`src/rtl/epf_pkg.sv`:
```
// ----------------------------------------------------------------------------
// epf_pkg: shared types and constants of the escaped packet framer
// Item structs, configuration layout, job descriptor and line encoding helpers.
// ----------------------------------------------------------------------------
package epf_pkg;

  localparam logic [7:0] HDR_SYNC = 8'hF0;
  localparam logic [7:0] HDR_ZERO = 8'h00;
  localparam logic [7:0] HDR_DATA = 8'h01;

  localparam int QUEUE_DEPTH = 2;
  localparam int QPTR_W      = $clog2(QUEUE_DEPTH);
  localparam int QCNT_W      = $clog2(QUEUE_DEPTH + 1);

  typedef enum logic [2:0] {
    KIND_PING   = 3'd0,
    KIND_CREATE = 3'd1,
    KIND_CLOSE  = 3'd2,
    KIND_MASTER = 3'd3,
    KIND_WRITE  = 3'd4
  } kind_t;

  typedef enum logic {
    CMD_START   = 1'b0,
    CMD_PAYLOAD = 1'b1
  } cmd_t;

  typedef enum logic {
    PH_IDLE  = 1'b0,
    PH_BLOCK = 1'b1
  } phase_t;

  typedef enum logic [2:0] {
    CFG_CODE_PING         = 3'd0,
    CFG_CODE_CREATE       = 3'd1,
    CFG_CODE_CLOSE        = 3'd2,
    CFG_CODE_MASTER_FIRST = 3'd3,
    CFG_CODE_MASTER_NEXT  = 3'd4,
    CFG_CODE_WRITE        = 3'd5,
    CFG_TERM_LAST         = 3'd6,
    CFG_TERM_MORE         = 3'd7
  } cfg_idx_t;

  typedef struct packed {
    logic [7:0] code_ping;
    logic [7:0] code_create;
    logic [7:0] code_close;
    logic [7:0] code_master_first;
    logic [7:0] code_master_next;
    logic [7:0] code_write;
    logic [7:0] term_last;
    logic [7:0] term_more;
  } cfg_t;

  typedef struct packed {
    logic        cmd;
    logic [2:0]  kind;
    logic [7:0]  src_addr;
    logic [7:0]  dst_addr;
    logic [15:0] total_len;
    logic [7:0]  data_byte;
  } in_item_t;

  typedef struct packed {
    logic [7:0] out_byte;
    logic       run_last;
  } out_item_t;

  // Output segments, sent in this order when enabled in a job's mask.
  typedef enum logic [2:0] {
    SEG_DATA  = 3'd0,   // escaped payload byte
    SEG_SUMA  = 3'd1,   // escaped sum closing the current block
    SEG_TERMA = 3'd2,   // terminator after that sum
    SEG_HDR   = 3'd3,   // five-byte header
    SEG_CODE  = 3'd4,   // escaped command
    SEG_LEN   = 3'd5,   // escaped length
    SEG_SUMB  = 3'd6,   // escaped sum of an empty block
    SEG_TERMB = 3'd7    // terminator after header or empty block
  } seg_t;

  localparam int SEG_N = 8;

  typedef struct packed {
    logic [SEG_N-1:0] mask;
    logic [7:0]       data;
    logic [15:0]      sum;
    logic [7:0]       term;
    logic [7:0]       dst;
    logic [7:0]       code3;
    logic [7:0]       src;
    logic [7:0]       code;
    logic [15:0]      len;
  } job_t;

  function automatic logic [2:0] seg_len(seg_t s);
    logic [2:0] n;
    n = 3'd1;
    unique case (s) inside
      SEG_DATA, SEG_CODE:            n = 3'd2;
      SEG_SUMA, SEG_SUMB, SEG_LEN:   n = 3'd4;
      SEG_TERMA, SEG_TERMB:          n = 3'd1;
      SEG_HDR:                       n = 3'd5;
      default:                       n = 3'd1;
    endcase
    return n;
  endfunction

  // Escaped form: top bit first, then the low seven bits.
  function automatic logic [7:0] esc_byte(logic [7:0] b, logic hi);
    return hi ? {7'd0, b[7]} : {1'b0, b[6:0]};
  endfunction

  // Escaped 16-bit word, high byte first; idx picks one of four line bytes.
  function automatic logic [7:0] esc_word(logic [15:0] w, logic [1:0] idx);
    return esc_byte(idx[1] ? w[7:0] : w[15:8], ~idx[0]);
  endfunction

endpackage

```
`src/rtl/escaped_packet_framer_top.sv`:
```
// ----------------------------------------------------------------------------
// escaped_packet_framer_top: serial station link packet framer
// Turns start and payload items into escaped line bytes, one byte per transfer.
// ----------------------------------------------------------------------------
// Rate and flow: the line side sends one byte per cycle unless out_ready
// stalls it. An item causes 2 line bytes for a payload byte, 7 when it also
// closes a block, 18 when it closes a master chunk and opens the next; 6 for
// a ping start, 11 for another start, 16 for a start with zero length. The
// output byte sequencer thus sets the sustained payload rate. The front end
// keeps all packet state and hands one job per item with output to a
// two-entry queue, so it takes the next item while the sequencer is still
// sending; items that cause nothing (stray payload, unknown kind) are taken
// at once whenever the queue has room. When the sequencer is idle, the first
// line byte passes the job queue and the registered output stage before it
// is offered. The last byte of each item's output carries run_last.
// Registers are written through the plain cfg port; the user must write them
// only while nothing is in flight, the block itself does not enforce this.
// ----------------------------------------------------------------------------
module escaped_packet_framer_top import epf_pkg::*; #(
  parameter int CHUNK_BYTES = 56
) (
  input  logic       clk,
  input  logic       rst,
  // input item channel
  input  logic       in_valid,
  output logic       in_ready,
  input  in_item_t   in_data,
  // line byte channel
  output logic       out_valid,
  input  logic       out_ready,
  output out_item_t  out_data,
  // register write port
  input  logic       cfg_we,
  input  logic [2:0] cfg_idx,
  input  logic [7:0] cfg_data
);

  cfg_t cfg;
  logic job_valid;
  logic q_full;
  job_t job;
  logic head_valid;
  job_t head;
  logic pop;

  // Code and terminator registers, reset to zero.
  always_ff @(posedge clk) begin
    if (rst) begin
      cfg <= '0;
    end else if (cfg_we) begin
      unique case (cfg_idx_t'(cfg_idx))
        CFG_CODE_PING:         cfg.code_ping         <= cfg_data;
        CFG_CODE_CREATE:       cfg.code_create       <= cfg_data;
        CFG_CODE_CLOSE:        cfg.code_close        <= cfg_data;
        CFG_CODE_MASTER_FIRST: cfg.code_master_first <= cfg_data;
        CFG_CODE_MASTER_NEXT:  cfg.code_master_next  <= cfg_data;
        CFG_CODE_WRITE:        cfg.code_write        <= cfg_data;
        CFG_TERM_LAST:         cfg.term_last         <= cfg_data;
        default:               cfg.term_more         <= cfg_data;
      endcase
    end
  end

  // Front end: accepts items, keeps block/chunk counts and the running sum.
  epf_front #(
    .CHUNK_BYTES(CHUNK_BYTES)
  ) u_front (
    .clk      (clk),
    .rst      (rst),
    .cfg      (cfg),
    .in_valid (in_valid),
    .in_ready (in_ready),
    .in_data  (in_data),
    .job_valid(job_valid),
    .job_ready(~q_full),
    .job      (job)
  );

  // Job queue decouples item intake from byte output.
  epf_queue u_queue (
    .clk       (clk),
    .rst       (rst),
    .push      (job_valid),
    .push_data (job),
    .full      (q_full),
    .head_valid(head_valid),
    .head      (head),
    .pop       (pop)
  );

  // Back end: serializes the head job through a registered output stage.
  epf_back u_back (
    .clk       (clk),
    .rst       (rst),
    .head_valid(head_valid),
    .head      (head),
    .pop       (pop),
    .out_valid (out_valid),
    .out_ready (out_ready),
    .out_data  (out_data)
  );

endmodule

```
`src/rtl/epf_front.sv`:
```
// ----------------------------------------------------------------------------
// epf_front: item acceptance and packet bookkeeping
// Tracks block state per input item and emits one job per item with output.
// ----------------------------------------------------------------------------
module epf_front import epf_pkg::*; #(
  parameter int CHUNK_BYTES = 56
) (
  input  logic     clk,
  input  logic     rst,
  input  cfg_t     cfg,
  input  logic     in_valid,
  output logic     in_ready,
  input  in_item_t in_data,
  output logic     job_valid,
  input  logic     job_ready,
  output job_t     job
);

  localparam int          CL_W      = $clog2(CHUNK_BYTES + 1);
  localparam logic [15:0] CHUNK_LEN = 16'(CHUNK_BYTES);

  phase_t          phase, phase_next;
  logic            is_master, is_master_next;
  logic [7:0]      src_hold, src_hold_next;
  logic [7:0]      dst_hold, dst_hold_next;
  logic [15:0]     rem, rem_next;
  logic [CL_W-1:0] chunk_left, chunk_left_next;
  logic [15:0]     run_sum, run_sum_next;

  logic            accept;
  logic [15:0]     start_len;
  logic [15:0]     sum_new;
  logic [15:0]     rem_dec;
  logic [15:0]     next_len;
  logic [CL_W-1:0] cl_dec;
  logic            done;

  assign in_ready = job_ready;
  assign accept   = in_valid & in_ready;

  always_ff @(posedge clk) begin
    if (rst) begin
      phase      <= PH_IDLE;
      is_master  <= 1'b0;
      src_hold   <= '0;
      dst_hold   <= '0;
      rem        <= '0;
      chunk_left <= '0;
      run_sum    <= '0;
    end else begin
      phase      <= phase_next;
      is_master  <= is_master_next;
      src_hold   <= src_hold_next;
      dst_hold   <= dst_hold_next;
      rem        <= rem_next;
      chunk_left <= chunk_left_next;
      run_sum    <= run_sum_next;
    end
  end

  always_comb begin
    phase_next      = phase;
    is_master_next  = is_master;
    src_hold_next   = src_hold;
    dst_hold_next   = dst_hold;
    rem_next        = rem;
    chunk_left_next = chunk_left;
    run_sum_next    = run_sum;
    job             = '0;

    start_len = (in_data.total_len > CHUNK_LEN) ? CHUNK_LEN : in_data.total_len;
    sum_new   = run_sum + 16'(in_data.data_byte);
    rem_dec   = rem - 16'(rem != 16'd0);
    cl_dec    = chunk_left - CL_W'(chunk_left != '0);
    next_len  = (rem_dec > CHUNK_LEN) ? CHUNK_LEN : rem_dec;
    done      = is_master ? (cl_dec == '0) : (rem_dec == 16'd0);

    if (accept) begin
      if (in_data.cmd == CMD_START) begin
        phase_next      = PH_IDLE;
        is_master_next  = (in_data.kind == KIND_MASTER);
        src_hold_next   = in_data.src_addr;
        dst_hold_next   = in_data.dst_addr;
        rem_next        = in_data.total_len;
        chunk_left_next = '0;
        run_sum_next    = '0;
        job.dst         = in_data.dst_addr;
        job.src         = in_data.src_addr;
        job.code3       = HDR_DATA;
        job.len         = in_data.total_len;
        job.term        = cfg.term_last;
        case (in_data.kind) inside
          KIND_PING: begin
            job.code3           = cfg.code_ping;
            job.mask[SEG_HDR]   = 1'b1;
            job.mask[SEG_TERMB] = 1'b1;
          end
          KIND_CREATE, KIND_CLOSE, KIND_WRITE, KIND_MASTER: begin
            unique case (in_data.kind)
              KIND_CREATE: job.code = cfg.code_create;
              KIND_CLOSE:  job.code = cfg.code_close;
              KIND_WRITE:  job.code = cfg.code_write;
              default:     job.code = cfg.code_master_first;
            endcase
            if (in_data.kind == KIND_MASTER) begin
              job.len         = start_len;
              chunk_left_next = start_len[CL_W-1:0];
            end
            job.mask[SEG_HDR]  = 1'b1;
            job.mask[SEG_CODE] = 1'b1;
            job.mask[SEG_LEN]  = 1'b1;
            if (in_data.total_len == 16'd0) begin
              // empty block closes at once with a zero sum
              job.mask[SEG_SUMB]  = 1'b1;
              job.mask[SEG_TERMB] = 1'b1;
            end else begin
              phase_next = PH_BLOCK;
            end
          end
          default: ;  // unknown kind: nothing sent
        endcase
      end else if (phase == PH_BLOCK) begin
        job.data           = in_data.data_byte;
        job.mask[SEG_DATA] = 1'b1;
        run_sum_next       = sum_new;
        rem_next           = rem_dec;
        chunk_left_next    = cl_dec;
        if (done) begin
          job.sum             = sum_new;
          job.mask[SEG_SUMA]  = 1'b1;
          job.mask[SEG_TERMA] = 1'b1;
          if (is_master && rem_dec != 16'd0) begin
            // chunk hand-over: open the next chunk in the same job
            job.term           = cfg.term_more;
            job.dst            = dst_hold;
            job.src            = src_hold;
            job.code3          = HDR_DATA;
            job.code           = cfg.code_master_next;
            job.len            = next_len;
            job.mask[SEG_HDR]  = 1'b1;
            job.mask[SEG_CODE] = 1'b1;
            job.mask[SEG_LEN]  = 1'b1;
            chunk_left_next    = next_len[CL_W-1:0];
            run_sum_next       = '0;
          end else begin
            job.term   = cfg.term_last;
            phase_next = PH_IDLE;
          end
        end
      end
    end
  end

  assign job_valid = accept & (job.mask != '0);

endmodule

```
`src/rtl/epf_queue.sv`:
```
// ----------------------------------------------------------------------------
// epf_queue: short job queue between front and back
// Register-based FIFO; head entry is read directly by the back end.
// ----------------------------------------------------------------------------
module epf_queue import epf_pkg::*; (
  input  logic clk,
  input  logic rst,
  input  logic push,
  input  job_t push_data,
  output logic full,
  output logic head_valid,
  output job_t head,
  input  logic pop
);

  job_t              entries [QUEUE_DEPTH];
  logic [QPTR_W-1:0] wptr, rptr;
  logic [QCNT_W-1:0] count;

  function automatic logic [QPTR_W-1:0] bump(logic [QPTR_W-1:0] p);
    return (p == QPTR_W'(QUEUE_DEPTH - 1)) ? '0 : p + QPTR_W'(1);
  endfunction

  assign full       = (count == QCNT_W'(QUEUE_DEPTH));
  assign head_valid = (count != '0);
  assign head       = entries[rptr];

  always_ff @(posedge clk) begin
    if (push) begin
      entries[wptr] <= push_data;
    end
  end

  always_ff @(posedge clk) begin
    if (rst) begin
      wptr  <= '0;
      rptr  <= '0;
      count <= '0;
    end else begin
      if (push) begin
        wptr <= bump(wptr);
      end
      if (pop) begin
        rptr <= bump(rptr);
      end
      case ({push, pop})
        2'b10:   count <= count + QCNT_W'(1);
        2'b01:   count <= count - QCNT_W'(1);
        default: count <= count;
      endcase
    end
  end

endmodule

```
`src/rtl/epf_back.sv`:
```
// ----------------------------------------------------------------------------
// epf_back: line byte sequencer
// Walks the head job's enabled segments, one byte per cycle unless stalled.
// ----------------------------------------------------------------------------
module epf_back import epf_pkg::*; (
  input  logic      clk,
  input  logic      rst,
  input  logic      head_valid,
  input  job_t      head,
  output logic      pop,
  output logic      out_valid,
  input  logic      out_ready,
  output out_item_t out_data
);

  logic [SEG_N-1:0] done_mask;
  logic [2:0]       idx;
  logic [SEG_N-1:0] pending;
  logic [SEG_N-1:0] rest;
  seg_t             cur;
  logic             seg_end;
  logic             job_end;
  logic             advance;
  logic [7:0]       line_byte;

  always_comb begin
    pending = head.mask & ~done_mask;
    cur     = SEG_DATA;
    for (int i = SEG_N - 1; i >= 0; i--) begin
      if (pending[i]) begin
        cur = seg_t'(3'(i));
      end
    end
    rest      = pending;
    rest[cur] = 1'b0;
  end

  assign seg_end = (idx == seg_len(cur) - 3'd1);
  assign job_end = seg_end & (rest == '0);
  assign advance = head_valid & (~out_valid | out_ready);
  assign pop     = advance & job_end;

  always_comb begin
    unique case (cur) inside
      SEG_DATA:             line_byte = esc_byte(head.data, ~idx[0]);
      SEG_SUMA, SEG_SUMB:   line_byte = esc_word(head.sum, idx[1:0]);
      SEG_TERMA, SEG_TERMB: line_byte = head.term;
      SEG_CODE:             line_byte = esc_byte(head.code, ~idx[0]);
      SEG_LEN:              line_byte = esc_word(head.len, idx[1:0]);
      SEG_HDR: begin
        case (idx)
          3'd0:    line_byte = HDR_SYNC;
          3'd1:    line_byte = HDR_ZERO;
          3'd2:    line_byte = head.dst;
          3'd3:    line_byte = head.code3;
          default: line_byte = head.src;
        endcase
      end
      default:              line_byte = head.term;
    endcase
  end

  always_ff @(posedge clk) begin
    if (rst) begin
      done_mask <= '0;
      idx       <= '0;
      out_valid <= 1'b0;
    end else begin
      if (advance) begin
        out_valid <= 1'b1;
        if (seg_end) begin
          idx <= '0;
          if (job_end) begin
            done_mask <= '0;
          end else begin
            done_mask <= done_mask | (pending & ~rest);
          end
        end else begin
          idx <= idx + 3'd1;
        end
      end else if (out_ready) begin
        out_valid <= 1'b0;
      end
    end
  end

  always_ff @(posedge clk) begin
    if (advance) begin
      out_data.out_byte <= line_byte;
      out_data.run_last <= job_end;
    end
  end

endmodule
```
`config.mk`:
```
export PLATFORM = sky130hd
export DESIGN_NAME = escaped_packet_framer_top
export DESIGN_NICKNAME = d
export VERILOG_FILES = /design/src/rtl/epf_pkg.sv /design/src/rtl/escaped_packet_framer_top.sv /design/src/rtl/epf_front.sv /design/src/rtl/epf_queue.sv /design/src/rtl/epf_back.sv
export SDC_FILE = /design/constraint.sdc
export NUM_CORES = 1
export LEC_CHECK = 0
export BUFFER_PORTS_ARGS = -buffer_cell sky130_fd_sc_hd__buf_2
export CAP_MARGIN = 20
export CORE_AREA = 2 2 166 200
export DETAILED_ROUTE_END_ITERATION = 16
export DIE_AREA = 0 0 168 202
export PLACE_DENSITY = 0.65
export SYNTH_ARGS = -nofsm -noshare
export SYNTH_HDL_FRONTEND = slang
export SYNTH_HIERARCHICAL = 1
export SYNTH_SLANG_ARGS = --single-unit
```
`constraint.sdc`:
```
create_clock -name clk -period 6.45 [get_ports clk]
set_input_delay 0.3225 -clock clk [delete_from_list [all_inputs] [get_ports clk]]
set_output_delay 0.3225 -clock clk [all_outputs]
set_load 0.02 [all_outputs]
```
Yosys cells after proc, flatten, opt, wreduce, memory -nomap -nowiden
Memory sizes are Yosys's and may differ from the RTL's. A register that Yosys moved wholly into a read port is not among the register bits.
Cells that the tools add are included.
{ "word_totals": {"in_bits": 60, "mem_bits_rw": 176, "output_inout_bits": 11, "mem_count": 1, "register_bits": 145} }
{ "classes": {"n_reduce_logical": 33, "n_addsub": 9, "n_mux": 76, "n_lt_le_gt_ge": 4, "n_bitwise": 17, "eq_ne": 23} }
{ "mem_list": {"columns": ["memory", "depth", "width", "rd", "rd_ports_with_merged_regs", "write_ports", "line_no", "source"], "rows": [
  ["u_queue.entries", 2, 88, 1, 1, 1, "epf_queue.sv:16", "job_t entries [QUEUE_DEPTH];"]
]} }
{ "op_table": {"columns": ["operator", "n"], "rows": [
  ["16-bit 2-to-1 mux", 9],
  ["88-bit 2-to-1 mux", 1],
  ["86-bit 2-to-1 mux", 1],
  ["72-bit 2-to-1 mux", 1],
  ["56-bit 2-to-1 mux", 1],
  ["24-bit 2-to-1 mux", 2],
  ["48-bit 2-to-1 mux", 1],
  ["6-bit 2-to-1 mux", 7],
  ["8-bit 2-to-1 mux", 5],
  ["8-bit case mux with 5 select lines", 1],
  ["3-bit 2-to-1 mux", 13],
  ["16-bit by 6-bit greater-than comparator with 1-bit output (second input constant)", 2],
  ["16-bit logical NOT", 2],
  ["8-bit case mux with 4 select lines", 1],
  ["16-bit nonzero test", 2],
  ["7-bit 2-to-1 mux", 4],
  ["27-bit 2-to-1 mux", 1],
  ["8-bit bitwise AND", 3],
  ["8-bit inverter", 3],
  ["8-bit case mux with 3 select lines", 1],
  ["2-bit AND reduction", 11],
  ["3-bit by 2-bit == test with 1-bit output (second input constant)", 7],
  ["3-bit == test (second input constant)", 7],
  ["1-bit 2-to-1 mux", 21],
  ["35 further kinds", 55]
]} }

Logic depth before layout (Yosys ltp)
{ "depth": {"depth_word": 21, "ltp_mapped": 18} }

Cells and area by module
Netlist, hierarchy kept.
{ "by_module_without_submodules": {"columns": ["mod", "area_per_inst_um2", "cells_each", "instances"], "rows": [
  ["epf_queue", 6566.3, 296, 1],
  ["epf_front", 4705.8, 658, 1],
  ["escaped_packet_framer_top", 2612.5, 237, 1],
  ["epf_back", 1864.3, 227, 1]
]} }

Worst setup path before layout
No wires, ideal clock.
{ "synth_timing": {"path_kind": "register to register", "start": "register u_queue.count[0]", "end": "memory u_queue/entries[0][0] (netlist bit) (enable)", "t_required_ns": 5.914, "setup_time_ns": 0.536, "slack_ns": 0.497, "stages_incl_launch_ff": 11, "period_less_slack_ns": 5.953, "n_path_buf": 2, "arrival_time_ns": 5.416, "cell_sequence": "dfxtp_1 > and2b_2 > inv_1 > nand2_1 > nor2_1 > clkbuf_1 > clkbuf_1 > nand2_1 > nand2_1 > inv_1 > nor2_1"} }
{ "synth_between": {"elab_chain_cells": 8} }
{ "synth_rtl": {"columns": ["element", "line_no", "source"], "rows": [
  ["start, declared", "epf_queue.sv:18", "logic [QCNT_W-1:0] count;"],
  ["start signal, assigned", "epf_queue.sv:47", "2'b10: count <= count + QCNT_W'(1);"],
  ["start signal, assigned", "epf_queue.sv:48", "2'b01: count <= count - QCNT_W'(1);"],
  ["start signal, assigned", "epf_queue.sv:49", "default: count <= count;"],
  ["2-bit == test (*)", "epf_queue.sv:24", "assign full = (count == QCNT_W'(QUEUE_DEPTH));"],
  ["net q_full", "escaped_packet_framer_top.sv:40", "logic q_full;"],
  ["1-bit inverter (*)", "escaped_packet_framer_top.sv:75", ".job_ready(~q_full),"],
  ["1-bit bitwise AND (*)", "epf_front.sv:39", "assign accept = in_valid & in_ready;"],
  ["88-bit 2-to-1 mux", "epf_front.sv:78", "if (accept) begin"],
  ["8-bit nonzero test", "epf_front.sv:154", "assign job_valid = accept & (job.mask != '0);"],
  ["1-bit bitwise AND (*)", "epf_front.sv:154", null],
  ["net job_valid", "escaped_packet_framer_top.sv:39", "logic job_valid;"],
  ["1-bit 2-to-1 mux (*)", "epf_queue.sv:29", "if (push) begin"],
  ["1-bit 2-to-1 mux (not written as such) (*)", "epf_queue.sv:30", "entries[wptr] <= push_data;"],
  ["end, declared", "epf_queue.sv:16", null]
]} }
Mark *: on every way through the listed nets, which the timed path passes. The rest lies on a longest branch.

==> flow_metrics.env <==
export IMPL_synth_area_leaders="edfxtp_1, dfxtp_1, mux2_2"
export IMPL_status="finished clean"
export IMPL_vias_per_cell=5.79
export IMPL_fin_crit_ps=5030
export IMPL_leakagePower_nw=6.40
export IMPL_grt_setup_unrepaired="no"
export IMPL_grt_start_max_net_pins=80
export IMPL_grt_pass1_vias=10700
export IMPL_start_kind="flop"
export IMPL_dp_hpwl_um=25300
export IMPL_hp_class="input pin to flop"
export IMPL_worstPathCellList="or4_1, nor3_1, nand4_1, ha_1, ha_1, or3b_1, a21oi_1, o32a_1, nor4_4, a21o_1, nor2_4, a22o_1"
export IMPL_maxCapViolations=0
export IMPL_peakVddDrop_uv=156
export IMPL_cts_resized=0
export IMPL_htree_num_levels=2
export IMPL_rows=72
export IMPL_io_pins=71
export IMPL_place_congestion=0.899
export IMPL_relSlewSlack_pct=33.3
export IMPL_vias=10900
export IMPL_synth_top_cell_area_share_pct=35.3
export IMPL_first_iter_violations=808
export IMPL_post_route_util_pct=54.5
export IMPL_grt_pass1_wl_um=59200
export IMPL_syn_instance_count=1418
export IMPL_totalWireLength_um=37500
export IMPL_fin_crit_sh_pct=77.9
export IMPL_tightest_slew_ps=988
export IMPL_syn_avg_cell_area_um2=11.1
export IMPL_clkTransAtPathRegs_ps=60
export IMPL_routedWlPerCell_um=20.0
export IMPL_synth_flop_cell="edfxtp_1"
export IMPL_syn2layout_area_growth_pct=10.7
export IMPL_antenna_found_initial=2
export IMPL_slew_violations=0
export IMPL_final_common_cell="edfxtp_1"
export IMPL_cp_slowest_cell="a21o_1"
export IMPL_clk_latency_ps=520
export IMPL_grtUsageTotal_pct=22.3
export IMPL_grt_overflow_total=0
export IMPL_cts_root_buf="clkbuf_16"
export IMPL_powerDensity_nw_per_um2=282
export IMPL_criticalPathCategory="flop to flop"
export IMPL_ctsHoldBuffers=0
export IMPL_worstPathMaxFanout=24
export IMPL_drc=0
export IMPL_clock_skew_ps=14.5
export IMPL_path_common_cell="ha_1"
export IMPL_clockBufferDepth=3
export IMPL_antenna_left=0
export IMPL_finalSetupViolCount=0
export IMPL_async_flop_share_pct=0
export IMPL_yosys_area_top_type="edfxtp_1"
export IMPL_yosys_warnings=6
export IMPL_cts_tree="yes"
export IMPL_core_area_um2=32000
export IMPL_port_buffers=70
export IMPL_cpPeakStageDelay_ps=690
export IMPL_post_cts_buffers=0
export IMPL_end_kind="flop"
export IMPL_timing_fmax_mhz=199
export IMPL_synth_seq_cells=322
export IMPL_seq_area_frac_synth_pct=52.7
export IMPL_die_h_um=202
export IMPL_yosysUniqueCellTypes=93
export IMPL_synth_edf_count=185
export IMPL_final_cell_mix="edfxtp_1, dfxtp_1, nand2_1"
export IMPL_die_w_um=168
export IMPL_worst_ep_arrival_time_ps=5290
export IMPL_cts_sinks=322
export IMPL_worstPathRequired_ps=6710
export IMPL_setup_tns_ps=0
export IMPL_die_area_um2=33900
export IMPL_first_pass_iters=8
export IMPL_numCtsBuffers=34
export IMPL_start_util_pct=49.2
export IMPL_synth_cell_area_um2=15700
export IMPL_drive_gt1_share_pct=18.1
export IMPL_hold_viol_final=0
export IMPL_nNetsFinal=1523
export IMPL_syn_num_nets=1497
cells in the mapped netlist (9+ instances only):
master and number:
inv_1 29, nor3_1 29, a2bb2oi_1 12, buf_6 9, ha_1 18, xor2_1 13
and2_1 34, nor2_1 97, nand2b_1 84, edfxtp_1 185, clkbuf_1 52, a31oi_1 22
xnor2_1 15, buf_4 12, o21ai_0 59, a22o_1 24, buf_2 11, nand2_1 118
dfxtp_1 137, a211oi_1 12, mux2i_1 93, a21oi_1 67, mux2_2 89, nand3_1 20
nand4_1 12
critical path, delay by kind of cell (launching register included):
family	cells	cell delay, ps
AO/OA/AOI/OAI	4	1430
adder cells (fa/ha/maj)	2	550
AND/OR/NAND/NOR	6	2370
flip-flops	1	390
stage by stage:
| stage | cell area (um^2) | setup WS [ps] | instances | hold WS [ps] | total power [mW] |
|---|---|---|---|---|---|
| 2_1_floorplan | 15700 | 497 | 1418 | 385 | 2.77 |
| 3_3_place_gp | 16300 | 1640 | 1815 | 442 | 2.92 |
| 3_5_place_dp | 16300 | 1510 | 1815 | 446 | 2.93 |
| 4_1_cts | 17400 | 1470 | 1876 | 39.7 | 4.96 |
| 5_1_grt | 17400 | 1140 | 1877 | 57.5 | 5.10 |
| 6_report | 17400 | 1420 | 1877 | 54.7 | 4.92 |
final timing paths:
| path | endpoint | cells past startpoint | from | slack (ps) |
|---|---|---|---|---|
| worst min register to register | u_front/src_hold[3] | 2 | u_front/src_hold[3] | 450 |
| worst min-delay path | u_front/dst_hold[3] | 3 | in_data[27] | 50 |
| worst max register to register | u_queue/entries[0][44] | 12 | u_front/rem[7] | 1420 |
| worst max-delay path | u_queue/entries[0][44] | 12 | u_front/rem[7] | 1420 |
flip-flops by register name, indices dropped and copies added, names as in the netlist, 2 cells and up, named ones only:
| register | count |
|---|---|
| u_back/idx | 3 |
| u_front/src_hold | 8 |
| u_queue/count | 2 |
| u_queue/entries | 176 |
| u_front/chunk_left | 6 |
| u_front/run_sum | 16 |
| cfg | 64 |
| u_front/rem | 16 |
| u_back/out_data | 9 |
| u_back/done_mask | 8 |
| u_front/dst_hold | 8 |
layout make-up:
cell class	count	area [um^2]
antenna	1	2.50
clock buffer	43	958
clock inverter	18	203
fill	2735	14600
inverter	29	109
multi-input combinational	975	6890
sequential	322	8300
tap	407	509
timing repair buffer	82	455
cell families after synthesis:
logic type               count (synthesis)  synth area share [%]
AO/OA/AOI/OAI                          273                  11.7
XOR/XNOR                                30                  1.76
adder cells (fa/ha/maj)                 20                  1.62
buffers and inverters                  121                  3.69
flip-flops                             322                  52.7
multiplexers                           186                  12.8
AND/OR/NAND/NOR                        466                  15.8
power breakdown:
| group | switching, mW | internal (mW) | total [mW] |
|---|---|---|---|
| sequential | 0.0452 | 2.25 | 2.30 |
| clock | 0.805 | 1.22 | 2.02 |
| combinational | 0.372 | 0.225 | 0.597 |
| total | 1.22 | 3.69 | 4.92 |
layer usage:
layer,GRT usage (%),share of wire [%],vias up
met4,7.05,2.6,2
met5,0,0.029,-
li1,-,-,5239
met2,38.5,50,252
met3,3.15,4.1,66
met1,28.9,44,5306
No activity file was read; power rests on OpenSTA's default activity.
